===== src/rtl/core/fdc_pkg.sv =====
package fdc_pkg;

  localparam int QueueDepth = 16;
  localparam int IdBits     = 16;
  localparam int ClassBits  = 2;
  localparam int IdxBits    = $clog2(QueueDepth);
  localparam int CntBits    = $clog2(QueueDepth + 1);

  localparam int InDataBits  = ((IdBits + ClassBits + 7) / 8) * 8;
  localparam int OutRawBits  = 1 + IdBits + CntBits + 1 + 1 + IdBits;
  localparam int OutDataBits = ((OutRawBits + 7) / 8) * 8;

  typedef enum logic {
    CmdAppend = 1'b0,
    CmdRemove = 1'b1
  } cmd_e;

  // controller to datapath
  typedef struct packed {
    logic capture;
    logic commit;
  } fdc_ctrl_t;

  typedef struct packed {
    logic                 ok;
    logic [IdBits-1:0]    removed_id;
    logic [CntBits-1:0]   occupancy;
    logic                 is_empty;
    logic                 front_valid;
    logic [IdBits-1:0]    front_id;
  } fdc_result_t;

endpackage


===== src/rtl/core/fdc_ctrl.sv =====
module fdc_ctrl import fdc_pkg::*; (
  input  logic      clk_i,
  input  logic      rst_ni,
  input  logic      in_valid_i,
  output logic      in_ready_o,
  output logic      out_valid_o,
  input  logic      out_ready_i,
  output fdc_ctrl_t ctrl_o
);

  localparam logic StIdle = 1'b0;
  localparam logic StExec = 1'b1;

  logic state_q, state_d;
  logic out_valid_q, out_valid_d;
  logic out_free;

  // result register can take a new value when empty or being drained now
  assign out_free = !out_valid_q || out_ready_i;

  always_comb begin
    state_d        = state_q;
    out_valid_d    = out_valid_q;
    ctrl_o.capture = 1'b0;
    ctrl_o.commit  = 1'b0;
    in_ready_o     = 1'b0;
    if (out_valid_q && out_ready_i) begin
      out_valid_d = 1'b0;
    end
    case (state_q)
      StIdle: begin
        in_ready_o = 1'b1;
        if (in_valid_i) begin
          ctrl_o.capture = 1'b1;
          state_d        = StExec;
        end
      end
      StExec: begin
        if (out_free) begin
          ctrl_o.commit = 1'b1;
          out_valid_d   = 1'b1;
          state_d       = StIdle;
        end
      end
      default: begin
        state_d = StIdle;
      end
    endcase
  end

  always_ff @(posedge clk_i or negedge rst_ni) begin
    if (!rst_ni) begin
      state_q     <= StIdle;
      out_valid_q <= 1'b0;
    end else begin
      state_q     <= state_d;
      out_valid_q <= out_valid_d;
    end
  end

  assign out_valid_o = out_valid_q;

endmodule


===== src/rtl/core/fdc_dpath.sv =====
module fdc_dpath import fdc_pkg::*; (
  input  logic                 clk_i,
  input  logic                 rst_ni,
  input  fdc_ctrl_t            ctrl_i,
  input  logic                 cmd_i,
  input  logic [IdBits-1:0]    entry_id_i,
  input  logic [ClassBits-1:0] entry_class_i,
  output fdc_result_t          result_o
);

  logic                 cmd_q;
  logic [IdBits-1:0]    id_q;
  logic [ClassBits-1:0] cls_q;

  logic [IdBits-1:0]    slot_id_q  [QueueDepth];
  logic [IdBits-1:0]    slot_id_d  [QueueDepth];
  logic [ClassBits-1:0] slot_cls_q [QueueDepth];
  logic [ClassBits-1:0] slot_cls_d [QueueDepth];
  logic [CntBits-1:0]   cnt_q, cnt_d;

  fdc_result_t          result_q, result_d;

  logic [QueueDepth-1:0] match;
  logic [QueueDepth-1:0] shift_en;
  logic [IdxBits-1:0]    sel_idx;
  logic                  found;
  logic                  full;
  logic                  do_append;
  logic                  do_remove;

  always_ff @(posedge clk_i) begin
    if (ctrl_i.capture) begin
      cmd_q <= cmd_i;
      id_q  <= entry_id_i;
      cls_q <= entry_class_i;
    end
  end

  // per-slot class compare, limited to occupied slots
  always_comb begin
    for (int i = 0; i < QueueDepth; i++) begin
      match[i] = (CntBits'(i) < cnt_q) && (slot_cls_q[i] == cls_q);
    end
  end

  // oldest match wins
  always_comb begin
    sel_idx = '0;
    for (int i = QueueDepth - 1; i >= 0; i--) begin
      if (match[i]) begin
        sel_idx = IdxBits'(i);
      end
    end
  end

  // slots at and behind the removed one move up
  always_comb begin
    shift_en[0] = match[0];
    for (int i = 1; i < QueueDepth; i++) begin
      shift_en[i] = shift_en[i-1] | match[i];
    end
  end

  assign found     = |match;
  assign full      = (cnt_q == CntBits'(QueueDepth));
  assign do_append = (cmd_q == CmdAppend) && !full;
  assign do_remove = (cmd_q == CmdRemove) && found;

  always_comb begin
    for (int i = 0; i < QueueDepth; i++) begin
      slot_id_d[i]  = slot_id_q[i];
      slot_cls_d[i] = slot_cls_q[i];
      if (do_append && (CntBits'(i) == cnt_q)) begin
        slot_id_d[i]  = id_q;
        slot_cls_d[i] = cls_q;
      end else if (do_remove && shift_en[i] && (i < QueueDepth - 1)) begin
        slot_id_d[i]  = slot_id_q[(i + 1) % QueueDepth];
        slot_cls_d[i] = slot_cls_q[(i + 1) % QueueDepth];
      end
    end

    cnt_d = cnt_q;
    if (do_append) begin
      cnt_d = cnt_q + CntBits'(1);
    end else if (do_remove) begin
      cnt_d = cnt_q - CntBits'(1);
    end

    result_d.ok          = do_append || do_remove;
    result_d.removed_id  = do_remove ? slot_id_q[sel_idx] : '0;
    result_d.occupancy   = cnt_d;
    result_d.is_empty    = (cnt_d == '0);
    result_d.front_valid = (cnt_d != '0);
    result_d.front_id    = (cnt_d != '0) ? slot_id_d[0] : '0;
  end

  always_ff @(posedge clk_i) begin
    if (ctrl_i.commit) begin
      for (int i = 0; i < QueueDepth; i++) begin
        slot_id_q[i]  <= slot_id_d[i];
        slot_cls_q[i] <= slot_cls_d[i];
      end
      result_q <= result_d;
    end
  end

  always_ff @(posedge clk_i or negedge rst_ni) begin
    if (!rst_ni) begin
      cnt_q <= '0;
    end else if (ctrl_i.commit) begin
      cnt_q <= cnt_d;
    end
  end

  assign result_o = result_q;

endmodule


===== src/rtl/core/fifo_dequeue_first_by_class_top.sv =====
// Ordered queue of 16 entries (16-bit id, 2-bit class). tuser 0 appends at
// the tail, tuser 1 removes the oldest entry whose class matches and closes
// the gap. Each transfer in gives one transfer out with ok, removed id,
// occupancy, empty flag and head entry. Idle captures a command; exec then
// does the parallel class compare, first-match select and slot shift once
// the output register is free. A new command is taken while the previous
// result still waits on the output register. Reset empties the queue.
module fifo_dequeue_first_by_class_top import fdc_pkg::*; (
  input  logic                   clk_i,
  input  logic                   rst_ni,
  input  logic                   s_axis_tvalid,
  output logic                   s_axis_tready,
  // entry_id [15:0], entry_class [17:16], zero [23:18]
  input  logic [InDataBits-1:0]  s_axis_tdata,
  // cmd [0]
  input  logic                   s_axis_tuser,
  output logic                   m_axis_tvalid,
  input  logic                   m_axis_tready,
  // ok [0], removed_id [16:1], occupancy [21:17], is_empty [22],
  // front_valid [23], front_id [39:24]
  output logic [OutDataBits-1:0] m_axis_tdata
);

  fdc_ctrl_t   ctrl;
  fdc_result_t result;

  fdc_ctrl u_ctrl (
    .clk_i       (clk_i),
    .rst_ni      (rst_ni),
    .in_valid_i  (s_axis_tvalid),
    .in_ready_o  (s_axis_tready),
    .out_valid_o (m_axis_tvalid),
    .out_ready_i (m_axis_tready),
    .ctrl_o      (ctrl)
  );

  fdc_dpath u_dpath (
    .clk_i         (clk_i),
    .rst_ni        (rst_ni),
    .ctrl_i        (ctrl),
    .cmd_i         (s_axis_tuser),
    .entry_id_i    (s_axis_tdata[IdBits-1:0]),
    .entry_class_i (s_axis_tdata[IdBits +: ClassBits]),
    .result_o      (result)
  );

  assign m_axis_tdata = OutDataBits'({result.front_id, result.front_valid, result.is_empty,
                                      result.occupancy, result.removed_id, result.ok});

endmodule

===== config.mk =====
export PLATFORM = sky130hd
export DESIGN_NAME = fifo_dequeue_first_by_class_top
export DESIGN_NICKNAME = d
export VERILOG_FILES = /design/src/rtl/core/fdc_pkg.sv /design/src/rtl/core/fdc_ctrl.sv /design/src/rtl/core/fdc_dpath.sv /design/src/rtl/core/fifo_dequeue_first_by_class_top.sv
export SDC_FILE = /design/constraint.sdc
export NUM_CORES = 1
export LEC_CHECK = 0
export ABC_CLOCK_PERIOD_IN_PS = 3400
export BUFFER_PORTS_ARGS = -buffer_cell sky130_fd_sc_hd__buf_4
export CAP_MARGIN = 20
export CORE_MARGIN = 4
export CORE_UTILIZATION = 45
export DETAILED_ROUTE_END_ITERATION = 8
export GPL_TIMING_DRIVEN = 0
export PLACE_DENSITY_LB_ADDON = 0.2
export RECOVER_POWER = 50
export SLEW_MARGIN = 20
export SYNTH_ARGS = -nofsm -noshare
export SYNTH_HDL_FRONTEND = slang
export SYNTH_SLANG_ARGS = --single-unit

===== constraint.sdc =====
create_clock -name clk_i -period 3.4 [get_ports clk_i]
set_input_delay 0.51 -clock clk_i [delete_from_list [all_inputs] [get_ports clk_i]]
set_output_delay 0.51 -clock clk_i [all_outputs]
set_load 0.005 [all_outputs]

==> impl_results.md, run 1 <==
- HP Start: s_axis_tdata[1]
- YS warnings: 0
- Initial antenna violation count: 1
- Ys flop type: edfxtp_1
- Worst rel slew slack: 1.41%
- Post-Synth Adder-Cell Area: less than 1%
- Routed WL: around 56000 um
- Worst Path Required: 3.69 ns
- Failing checks: capacitance limit, setup timing
- CTS tree: done
- RSZ-0062 raised after global routing: yes
- Hold Vio Cnt, Final: 0
- Synth Area in Compound Gates: about an eighth
- Max frequency: 0.287 GHz
- Worst r2r src: u_dpath.cls_q[0]
- Crit path max-delay family: compound AO/OA/AOI/OAI gates
- Final setup fails: 29
- Largest family of logic cells by synthesized area: multiplexers
- Grt ovf: 0
- Inst Count DP: 2008
- Layout Nets: 1598
- Layout area overhead: 23.5%
- Die area: 0.0444 sq mm
- Pwr dens: roughly 1000 mW/mm^2
- DP HPWL: ~40000 um
- Internal power: roughly 14 mW
- Synthesis-stage register bit count: ~350
- Register area share after synthesis: 57.3%
- Post-synth EDFFs: 347
- Worst clock skew: ~0.013 ns
- N_diodes: 0
- Mux cell area share after synthesis: 18.0%
- R2R depth: 14
- Post-Synth XOR/XNOR Area: between 1.5 and 2%
- Inserted Clock Buffers: 40
- Pin count of the biggest net entering global routing: 64
- Cells after Synth: ~1400
- Count of cell types in the netlist: 70
- Clock share of power: around 18%
- Crit-path max cell delay: 0.44 ns
- Boundary Pins: 71
- CP max FO: 10
- Fillers: 3284
- Max_cap viols: 1
- Clock root buffer: clkbuf_16
- Core area: between 0.04 and 0.05 sq mm
- Finished Core Util: approximately 56%
- Die X: approximately 210 um
- Vias in the first global route: approximately 13000
- Post-synth ARST share: 1.98%
- Crit path cell chain: buf_4, buf_12, xor2_1, o22ai_1, a221oi_4, nand3_4, buf_4, buf_4, o21ai_0, a221oi_2, a221oi_4, buf_12, buf_12, a21boi_2
- Setup Crit Path Kind: register to register
- Mean Syn Cell Area: ~13 sq um
- Net Sw Frac: 41.7%
- GPL Wtd Cong: about 0.93
- Share of layout cells above drive strength 1: 43.3%
- Peak VDD IR: roughly 550 uV
- Max Root-Sink Buffers: 3
- Clock Latency Late Sink: 0.55 ns
- Clock-pin slew on the worst setup and hold paths: 0.06 ns
- Die Ht: 211 um
- First-pass GRT wire length: around 80000 um
- Final worst slack: -0.0850 ns
- Max-slew violation count: 0
- Tcrit/Tclk final: 102%
- CP Launch Type: register
- Synthesized Nets: ~1400
- Post-route DRC: 0
- Stages on the worst setup path: 14
- Row count: 74
- H-tree depth: 2
- Worst hold path class: input port to register
- Worst setup EP type: register
- Register share of total power: between 30% and 40%
- Lkg Pwr: just under 8 nW
- Hold path endpoint: u_dpath.id_q[1]
- Net Sw Power: 9.86 mW
- Setup slack, reg-to-reg: -0.08 ns
- Syn Std Cell Area: 0.0185 sq mm
- Outcome: finished, violations left
- Overall Global Routing Usage: around a quarter
- Initial Util: a little under half
- Finished Layout Cells: 2125
- Wire per inst: around 26 um
- Antenna-violating nets left: 0
- DR iter-0 viols: ~1400
- Post-Synth Simple-Gate Area: under 10%
- Buf+Inv Stages, Crit Path: 6
- Tightest Pin Transition: 1.48 ns
- Combinational share of power: about 52%
- Reg2reg end: u_dpath.result_o[9]
- First drt pass iteration count: 5
- Vias per cell: between 6 and 7
- Fin crit period: 3.48 ns
- Crit path max-delay cell type: a221oi_4
- Critical Path AT: 3.77 ns
- Buffers on Ports: 64
- Clock Sinks: between 300 and 400
- Min-Delay Path Depth: 1
- DR vias: ~13000
## per-stage QoR
step / setup TNS (ns) / setup slack [ns] / power (mW) / cell area (sq um) / hold slack [ns]
2_1_floorplan: 0 / 0.0194 / 12.8 / 18500 / 0.214
3_3_place_gp: -387.02 / -2.17 / 16.2 / 19700 / 0.336
3_5_place_dp: -241.10 / -1.62 / 16.4 / 19800 / 0.340
4_1_cts: 0 / 0.00395 / 22.2 / 22100 / 0.122
5_1_grt: -3.33 / -0.166 / 24.5 / 22800 / 0.147
6_report: -1.50 / -0.0850 / 23.6 / 22800 / 0.164
## cells in the mapped netlist (3+ instances only)
master    instances  area share, %
dfrtp_1           7           0.95
and2_1           12           0.41
nor2_1           30           0.61
a21boi_2          9           0.55
a21boi_1          8           0.32
clkbuf_1         86            1.7
o211ai_1         15           0.61
o21ai_1          26           0.70
a32o_1           15           0.81
mux2_2          255             16
a311oi_1         17           0.80
inv_1            10           0.20
or3_1             7           0.24
ha_1              5           0.34
nand2_1         128            2.6
xnor2_1           6           0.28
nand3_1          37            1.0
a21oi_1          42            1.1
edfxtp_1        347             56
a31oi_1          15           0.51
a32oi_1          14           0.66
nand2b_1          3           0.10
buf_1             8           0.16
o22ai_1           4           0.14
and3_1            3           0.10
xor2_1           26            1.2
nor2b_1           5           0.17
or2_2             3           0.10
buf_4             4           0.16
o21ai_0          25           0.68
o211a_1          21            1.1
nor3_1           12           0.32
mux2i_1          45            2.4
buf_2            15           0.41
a211oi_1         93            3.8
## worst register-to-register path, stage by stage, from the launching register on
cell and delay (ns):
edfxtp_1 0.38, buf_4 0.19, buf_12 0.16, xor2_1 0.32, o22ai_1 0.20, a221oi_4 0.44
nand3_4 0.21, buf_4 0.19, buf_4 0.13, o21ai_0 0.25, a221oi_2 0.15, a221oi_4 0.25
buf_12 0.17, buf_12 0.14, a21boi_2 0.06
## final cells by class
cell class,count,area (sq um),share of cell area [%]
timing repair buffer,123,1070,4.71
inverter,11,56.3,0.246
clock inverter,21,174,0.761
sequential,354,10600,46.4
multi-input combinational,921,8370,36.6
clock buffer,50,1060,4.64
buffer,113,846,3.70
tap,532,666,2.91
## power by group through the flow
stage          Combinational (mW)  Clock, mW  Sequential, mW
2_1_floorplan                5.90          0            6.94
3_3_place_gp                 9.11          0            7.13
3_5_place_dp                 9.32          0            7.12
4_1_cts                      10.9       4.24            7.05
5_1_grt                      12.9       4.42            7.21
6_report                     12.3       4.18            7.11
## placed cells by master, fill, tap and decap left out, drive strengths merged, types with 6 or more instances in the layout
master	synthesis	final
mux2	255	255
inv	10	11
clkinv	1	16
o21ai	51	51
a32oi	14	14
a21boi	17	17
nand3	38	38
dfrtp	7	7
nor2	30	30
a32o	15	15
or3	9	9
buf	32	96
a211oi	93	93
and2	12	12
a21oi	42	42
o211a	21	21
nand2	128	128
xnor2	6	6
a311oi	18	18
o211ai	15	15
nor3	12	12
a31oi	15	15
xor2	28	28
mux2i	45	45
clkbuf	86	189
edfxtp	347	347
## repair_timing
| item | in CTS | in global routing |
|---|---|---|
| hold buffers | 1 | 0 |
| resized for setup | 189 | 154 |
| buffers inserted | 35 | 14 |
| endpoints found under the setup margin | 358 | 170 |
| hold endpoints to repair | 7 | 0 |
| pin swaps | 33 | 53 |
| gates cloned | 0 | 1 |
## worst max path at each step
stage                           from                        to  slack, ns
CTS                 u_dpath.cnt_q[0]      u_dpath.result_o[14]      0.004
global route        u_dpath.cls_q[0]       u_dpath.result_o[9]      -0.17
floorplan           u_dpath.cnt_q[1]  u_dpath.slot_cls_q[5][0]       0.02
finish              u_dpath.cls_q[0]       u_dpath.result_o[9]      -0.08
global placement    u_dpath.cnt_q[0]  u_dpath.slot_id_q[15][8]      -2.17
detailed placement  u_dpath.cnt_q[0]  u_dpath.slot_id_q[11][9]      -1.62
## cell families (layout without fill, tap and decap cells)
family                   Yosys count  in the layout
AO/OA/AOI/OAI                    329            329
AND/OR/NAND/NOR                  253            253
flip-flops                       354            354
buffers and inverters            129            318
adder cells (fa/ha/maj)            5              5
multiplexers                     300            300
XOR/XNOR                          34             34
## metal layers
layer	global-route usage, %	vias up	part of all wire (%)
li1	-	5841	-
met3	4.52	121	7.8
met1	32.1	6517	41
met5	0	-	0
met2	40.0	609	49
met4	7.36	0	2.7
## flip-flops by register name (all words and copies together), names as in the netlist
| signal | cells |
|---|---|
| u_ctrl.state_q | 1 |
| u_dpath.cls_q | 2 |
| u_dpath.slot_cls_q | 32 |
| u_dpath.result_o | 40 |
| u_dpath.slot_id_q | 256 |
| u_dpath.cmd_q | 1 |
| u_dpath.id_q | 16 |
| u_ctrl.out_valid_o | 1 |
| u_dpath.cnt_q | 5 |
Power figures use the tool's default switching activity.
==> run 2, diff against run 1 <==
--- a/config.mk
+++ b/config.mk
@@ -5,6 +5,7 @@
 export SDC_FILE = /design/constraint.sdc
 export NUM_CORES = 1
 export LEC_CHECK = 0
+export ABC_AREA = 1
 export ABC_CLOCK_PERIOD_IN_PS = 3400
 export BUFFER_PORTS_ARGS = -buffer_cell sky130_fd_sc_hd__buf_4
 export CAP_MARGIN = 20
==> run 2 against run 1 <==
Compared with the run above:
- the run now ends clean
- fmax up 4.5%
- sequential power up 3.9%
- via count up 17%
- highest routed layer unchanged
- total power up 9.9%
- global-route usage up 0.91 points
- critical path type unchanged
- first-iteration DRC count up 17%
==> impl_results.md, run 2 <==
- Stages on the worst setup path: 16 (+2)
- Syn Std Cell Area: 0.0187 sq mm (+1.1%)
- Clock root buffer: clkbuf_16
- Vias per cell: 5.49 (-11%)
- CTS tree: done
- Grt ovf: 0 (unchanged)
- Worst r2r src: u_dpath.cls_q[1]
- Critical Path AT: 3.60 ns (-0.17 ns)
- Vias in the first global route: 14700 (+13%)
- Clock Latency Late Sink: 0.57 ns (+0.02 ns)
- Share of layout cells above drive strength 1: 16.2% (-27 points)
- Register share of total power: 28.5% (-1.6 points)
- Die Ht: 212 um (+0.52%)
- Row count: 74 (unchanged)
- Worst hold path class: input port to register
- Max-slew violation count: 0 (unchanged)
- Post-route DRC: 0 (unchanged)
- Pin count of the biggest net entering global routing: 47 (-27%)
- Wire per inst: 20.7 um (-21%)
- Yosys top cell area share: 55.7% (-0.61 points)
- Crit path max-delay family: buffers and inverters
- Buf+Inv Stages, Crit Path: 5 (-1)
- Max Root-Sink Buffers: 3 (unchanged)
- Largest Register: u_dpath.slot_id_q
- Peak VDD IR: 738 uV (+34%)
- Commonest non-fill, non-tap cell in the layout: nand2_1
- Setup slack, reg-to-reg: 0.06 ns (+0.15 ns)
- Initial antenna violation count: 1 (unchanged)
- Hold Vio Cnt, Final: 0 (unchanged)
- First-pass GRT wire length: 84700 um (+4.5%)
- Crit path cell chain: buf_6, inv_4, buf_8, nand2_1, nand2_1, nor2_2, nand2_1, o21ai_1, nor2_1, inv_2, nand3_1, a21oi_4, clkbuf_1, nand3_1, nand3_2, a21oi_4
- Worst setup EP type: register
- Mux cell area share after synthesis: 0% (-18 points)
- Synthesized Nets: 2116 (+47%)
- Synth cell count leaders: nand2_1 (477), edfxtp_1 (347), nand3_1 (318)
- Die area: 0.0449 sq mm (+1.1%)
- Net Sw Power: 11.6 mW (+17%)
- Combinational share of power: 54.2% (+2.0 points)
- Setup_tns: 0 ns (+1.50 ns)
- Post-synth EDFFs: 347 (unchanged)
- Worst Path Required: 3.66 ns (-0.03 ns)
- First drt pass iteration count: 5 (unchanged)
- YS warnings: 0 (unchanged)
- Initial Util: 45.7% (+0.29 points)
- Cell taking the most area after synthesis: edfxtp_1
- Post-Synth XOR/XNOR Area: 1.30% (-0.39 points)
- Net Sw Frac: 44.6% (+2.8 points)
- Cells after Synth: 2082 (+48%)
- Fin crit period: 3.34 ns (-0.150 ns)
- Post-Synth Simple-Gate Area: 22.8% (+16 points)
- Synthesis-stage register bit count: 354 (unchanged)
- Most numerous cell in the Yosys netlist: nand2_1
- Inserted Clock Buffers: 42 (+5.0%)
- H-tree depth: 2 (unchanged)
- Die X: 212 um (+0.52%)
- Min-Delay Path Depth: 1 (unchanged)
- CP Launch Type: register
- R2R depth: 16 (+2)
- Pwr dens: 1160 mW/mm^2 (+12%)
- Setup crit start: u_dpath.cls_q[1]
- Overall Global Routing Usage: 24.9% (+0.91 points)
- Clock-pin slew on the worst setup and hold paths: 0.06 ns (about the same)
- Setup Crit Path Kind: register to register
- Final setup fails: 0 (-100%)
- Outcome: finished, final reports clean
- Mean Syn Cell Area: 8.98 sq um (-32%)
- Buffers on Ports: 64 (unchanged)
- Largest family of logic cells by synthesized area: simple AND/OR/NAND/NOR gates
- Clock Sinks: 354 (unchanged)
- Crit-path max cell delay: 0.58 ns (+0.14 ns)
- Internal power: 14.4 mW (+4.6%)
- Max frequency: 0.300 GHz (+4.5%)
- Count of cell types in the netlist: 46 (-34%)
- Antenna-violating nets left: 0 (unchanged)
- GPL Wtd Cong: 1.00 (+7.2%)
- Layout Nets: 2260 (+41%)
- Layout area overhead: 20.1%
- Tcrit/Tclk final: 98.1% (-4.4 points)
- Max reg flops: 256 (unchanged)
- Worst Setup EP: u_dpath.result_o[38]
- Commonest cells after routing, fill and taps aside: nand2_1 (471), edfxtp_1 (347), inv_1 (275), o21ai_0 (274), nand3_1 (270)
- Post-Synth Adder-Cell Area: 0.335% (-0.0037 points)
- Hold Slack: 0.136 ns (-0.0276 ns)
- Ys flop type: edfxtp_1
- DR vias: 15300 (+17%)
- Routed WL: 57700 um (+3.6%)
- Synth Area in Compound Gates: 9.70% (-3.6 points)
- Fillers: 3611 (+10%)
- CP max FO: 10 (unchanged)
- Core area: 0.0409 sq mm (+0.45%)
- Clock share of power: 17.3% (-0.4 points)
- Reg2reg end: u_dpath.result_o[38]
- Worst rel slew slack: 20.3% (+19 points)
- Crit path max-delay cell type: clkbuf_1
- Lkg Pwr: 9.28 nW (+17%)
- Worst clock skew: 0.0186 ns (+0.00506 ns)
- Register area share after synthesis: 56.7% (-0.62 points)
- Max_cap viols: 0 (-1)
- Most frequent CP cell: nand2_1
- Synth area leaders: edfxtp_1 (56%), nand2_1 (9.6%), nand3_1 (8.5%)
- Tightest Pin Transition: 1.20 ns (-0.283 ns)
- DR iter-0 viols: 1604 (+17%)
- DP HPWL: 44100 um (+11%)
- Boundary Pins: 71 (unchanged)
- Post-synth ARST share: 1.98% (unchanged)
-- run 2: cell types whose count changed in the layout (fill, tap and decap cells not counted), moves of 51 or more --
cell | previous run | this run
o21ai_0 | 23 | 274
nand3_1 | 36 | 270
nand2_1 | 126 | 471
mux2_2 | 255 | 0
nand3b_1 | 0 | 51
inv_1 | 8 | 275
a211oi_1 | 51 | 0
-- run 2: per-layer routing --
layer	GRT usage [%]	up-vias	routed length, um
li1	-	7296	-
met3	5.68	147	5580
met4	9.77	0	2080
met1	32.1	7105	23200
met5	0	-	0
met2	41.0	755	26900
-- run 2: per-stage QoR --
step / util [%] / setup slack [ns] / instance area (sq um) / instances / power, mW
after floorplan: - / 0.0933 / 18700 / 2082 / 14.5
after CTS: 53.0 / 0.000202 / 21700 / 2768 / 23.9
after global routing: 54.9 / -0.0574 / 22500 / 2786 / 27.3
after global placement: 48.5 / -1.18 / 19900 / 2678 / 18.4
after detailed placement: 49.2 / -0.659 / 20100 / 2695 / 18.9
final: 54.9 / 0.0650 / 22500 / 2787 / 26.0
-- run 2: worst min-delay path by stage --
stage | start | endpoint | slack, ns
finish | s_axis_tuser | u_dpath.cmd_q | 0.14
global route | s_axis_tdata[17] | u_dpath.cls_q[1] | 0.13
global placement | rst_ni | u_ctrl.out_valid_o | 0.32
CTS | s_axis_tdata[13] | u_dpath.id_q[13] | 0.09
floorplan | rst_ni | u_ctrl.out_valid_o | 0.21
detailed placement | rst_ni | u_ctrl.state_q | 0.33
-- run 2: power groups by stage --
stage | registers (mW) | logic, mW | clock network [mW]
floorplan | 7.33 | 7.13 | 0
global placement | 7.49 | 10.9 | 0
detailed placement | 7.44 | 11.4 | 0
CTS | 7.37 | 12.0 | 4.56
global route | 7.49 | 15.0 | 4.72
finish | 7.39 | 14.1 | 4.49
-- run 2: worst reg2reg max path, cell delays in order, from the launching register on --
cell and delay (ns):
edfxtp_1 0.37, buf_6 0.17, inv_4 0.07, buf_8 0.15, nand2_1 0.06, nand2_1 0.06
nor2_2 0.13, nand2_1 0.08, o21ai_1 0.10, nor2_1 0.08, inv_2 0.08, nand3_1 0.22
a21oi_4 0.40, clkbuf_1 0.58, nand3_1 0.24, nand3_2 0.14, a21oi_4 0.08
-- run 2: cell families after synthesis --
group / after synthesis
AND/OR/NAND/NOR: 922
adder cells (fa/ha/maj): 5
flip-flops: 354
AO/OA/AOI/OAI: 342
XOR/XNOR: 27
buffers and inverters: 432
-- run 2: cell type report --
type | instances | area [sq um] | area share [%]
buffer | 142 | 990 | 4.41
timing repair buffer | 100 | 865 | 3.85
clock inverter | 17 | 183 | 0.813
tap | 532 | 666 | 2.96
inverter | 290 | 1100 | 4.89
clock buffer | 55 | 1160 | 5.18
antenna | 1 | 2.50 | 0.0111
multi-input combinational | 1296 | 6890 | 30.7
sequential | 354 | 10600 | 47.2
-- run 2: timing repair --
item,4_1_cts,5_1_grt
buffers inserted,0,14
setup endpoints to repair,91,121
resized for setup,71,168
gates cloned,0,4
endpoints found under the hold margin,7,0
hold buffers,1,0
pin swaps,1,31
==> run 3, diff against run 2 <==
--- a/config.mk
+++ b/config.mk
@@ -15,7 +15,6 @@
 export GPL_TIMING_DRIVEN = 0
 export PLACE_DENSITY_LB_ADDON = 0.2
 export RECOVER_POWER = 50
-export SLEW_MARGIN = 20
 export SYNTH_ARGS = -nofsm -noshare
 export SYNTH_HDL_FRONTEND = slang
 export SYNTH_SLANG_ARGS = --single-unit
==> constraint.sdc (replaced) <==
create_clock -name clk_i -period 3.4 [get_ports clk_i]
set_input_delay 0.34 -clock clk_i [delete_from_list [all_inputs] [get_ports clk_i]]
set_output_delay 0.34 -clock clk_i [all_outputs]
set_load 0.005 [all_outputs]
==> run 3 against run 2 <==
Compared with the run above:
- the run now ends with capacitance limit, slew limit left
- first-iteration DRC count increased by 15%
- fmax grew 0.69%
- design area about the same
- wire length up 0.30%
- critical path depth fell by 7
- register-to-register slack better by 0.02 ns
- critical endpoint is now u_dpath.slot_id_q[13][8]
- largest cell class unchanged
- largest power group unchanged
==> impl_results.md, run 3 (synthesis results as in run 2) <==
- Outcome: finished, violations left
- Failing checks: capacitance limit, slew limit
- Worst hold path class: input port to register
- Setup Crit Path Kind: register to register
- Vias per cell: 5.51 (+0.26%)
- Clock root buffer: clkbuf_16
- DR vias: 15500 (+0.98%)
- Crit-path max cell delay: 0.46 ns (-0.12 ns)
- Max_cap viols: 1 (+1)
- Critical Path AT: 3.59 ns (about the same)
- Die Ht: 212 um (unchanged)
- Clock Sinks: 354 (unchanged)
- Share of layout cells above drive strength 1: 14.8% (-1.5 points)
- Crit path max-delay cell type: dfrtp_2
- Fillers: 3630 (+0.53%)
- Hold Slack: 0.0356 ns (-0.100 ns)
- First-pass GRT wire length: 85900 um (+1.5%)
- Worst setup EP type: register
- Crit path cell chain: inv_2, ha_1, a31oi_4, inv_1, nor2_1, nand3_1, clkbuf_1, a21oi_2, buf_8
- Worst clock skew: 0.0158 ns (-0.00279 ns)
- Crit path max-delay family: buffers and inverters
- Routed WL: 57900 um (+0.30%)
- DP HPWL: 44000 um (-0.22%)
- Stages on the worst setup path: 9 (-7)
- Tightest Pin Transition: 1.62 ns (+0.423 ns)
- Boundary Pins: 71 (unchanged)
- Setup crit start: u_dpath.cnt_q[0]
- Die area: 0.0449 sq mm (unchanged)
- Setup slack, reg-to-reg: 0.09 ns (+0.02 ns)
- Grt ovf: 0 (unchanged)
- Fin crit period: 3.31 ns (-0.0227 ns)
- Inserted Clock Buffers: 42 (unchanged)
- CTS tree: done
- Buf+Inv Stages, Crit Path: 4 (-1)
- Clock Latency Late Sink: 0.58 ns (about the same)
- Setup_tns: 0 ns (unchanged)
- Cell area after layout: 0.0225 sq mm (about the same)
- Pin count of the biggest net entering global routing: 66 (+40%)
- First drt pass iteration count: 5 (unchanged)
- Dpl cell area: 0.0202 sq mm (+0.18%)
- Commonest non-fill, non-tap cell in the layout: nand2_1
- Max Root-Sink Buffers: 3 (unchanged)
- Reg2reg end: u_dpath.slot_id_q[13][8]
- Max reg flops: 256 (unchanged)
- Core area: 0.0409 sq mm (unchanged)
- GPL Wtd Cong: 1.00 (unchanged)
- Pwr dens: 1140 mW/mm^2 (-1.4%)
- Clock-pin slew on the worst setup and hold paths: 0.06 ns (about the same)
- Commonest cells after routing, fill and taps aside: nand2_1 (473), edfxtp_1 (347), nand3_1 (284), inv_1 (275), o21ai_0 (275)
- DR iter-0 viols: 1839 (+15%)
- Initial antenna violation count: 0 (-1)
- Layout area overhead: 20.2% (about the same)
- Peak VDD IR: 602 uV (-18%)
- Wire per inst: 20.6 um (-0.41%)
- Row count: 74 (unchanged)
- H-tree depth: 2 (unchanged)
- Hold Vio Cnt, Final: 0 (unchanged)
- Vias in the first global route: 14900 (+1.0%)
- Lkg Pwr: 9.31 nW (+0.33%)
- Die X: 212 um (unchanged)
- R2R depth: 9 (-7)
- Worst Path Required: 3.68 ns (+0.02 ns)
- CP Launch Type: register
- Initial Util: 45.7% (unchanged)
- Layout Nets: 2278 (+0.80%)
- Max frequency: 0.302 GHz (+0.69%)
- Tcrit/Tclk final: 97.4% (-0.67 points)
- Final setup fails: 0 (unchanged)
- Worst rel slew slack: -7.88% (-28 points)
- Worst r2r src: u_dpath.cnt_q[0]
- CP max FO: 16 (+6)
- Buffers on Ports: 64 (unchanged)
- Antenna-violating nets left: 0 (unchanged)
- Total Power: 25.6 mW (-1.3%)
- Post-route DRC: 0 (unchanged)
- Worst Setup EP: u_dpath.slot_id_q[13][8]
- Max-slew violation count: 66 (+66)
- Overall Global Routing Usage: 25.2% (+0.34 points)
- Largest Register: u_dpath.slot_id_q
-- run 3: cell types whose count changed in the layout (fill, tap and decap cells not counted), sizes merged --
cell / delta
dlygate4sd3: +20
clkbuf: -8
buf: +6
clkinv: +4
clkinvlp: -2
-- run 3: final cells by class --
| class | count | area, sq um | area share, % |
|---|---|---|---|
| Antenna cell | 1 | 2.50 | 0.0111 |
| Inverter | 290 | 1100 | 4.89 |
| Buffer | 142 | 972 | 4.33 |
| Tap cell | 532 | 666 | 2.96 |
| Sequential cell | 354 | 10600 | 47.2 |
| Multi-Input combinational cell | 1296 | 6770 | 30.1 |
| Timing Repair Buffer | 118 | 1010 | 4.51 |
| Clock buffer | 55 | 1160 | 5.18 |
| Clock inverter | 19 | 183 | 0.813 |
-- run 3: worst min path at each step --
stage	startpoint	end	slack, ns	cells after the start
2_1_floorplan	rst_ni	u_ctrl.out_valid_o	0.04	0
3_3_place_gp	rst_ni	u_ctrl.out_valid_o	0.15	1
3_5_place_dp	rst_ni	u_ctrl.out_valid_o	0.16	1
4_1_cts	s_axis_tvalid	u_ctrl.state_q	0.04	3
5_1_grt	s_axis_tvalid	u_ctrl.state_q	0.05	3
6_report	s_axis_tvalid	u_ctrl.state_q	0.04	3
-- run 3: stage by stage --
step	cells	setup slack (ns)	util (%)
final	2807	0.0877	54.9
after global routing	2806	-0.0240	54.9
after CTS	2789	0.000383	53.5
after detailed placement	2694	-0.624	49.2
after global placement	2678	-1.18	48.5
after floorplan	2082	0.0933	-
-- run 3: power by group --
| part | switching (mW) | total (mW) | internal [mW] |
|---|---|---|---|
| sequential | 0.610 | 7.40 | 6.79 |
| combinational | 8.99 | 13.7 | 4.70 |
| clock | 1.83 | 4.52 | 2.69 |
| total | 11.4 | 25.6 | 14.2 |
-- run 3: layer usage --
metal  share of wire (%)  vias to the layer above  routed length [um]  global-route usage [%]
li1                    -                     7333                   -                       -
met1                  40                     7263               23400                    33.4
met2                  47                      734               27100                    41.3
met3                 9.7                      121                5590                    5.01
met4                 3.0                        2                1750                    9.46
met5               0.076                        -                  44                       0
-- run 3: what timing repair did --
| item | 4_1_cts | 5_1_grt |
|---|---|---|
| hold buffers | 21 | 0 |
| cloned | 0 | 1 |
| pin swaps | 1 | 19 |
| endpoints found under the setup margin | 90 | 98 |
| setup buffers | 0 | 16 |
| resized for setup | 68 | 144 |
| hold endpoints to repair | 27 | 0 |
-- run 3: worst min-delay path, cell delays in order --
cell and delay, ns:
buf_4 0.11, inv_1 0.06, a21oi_1 0.06
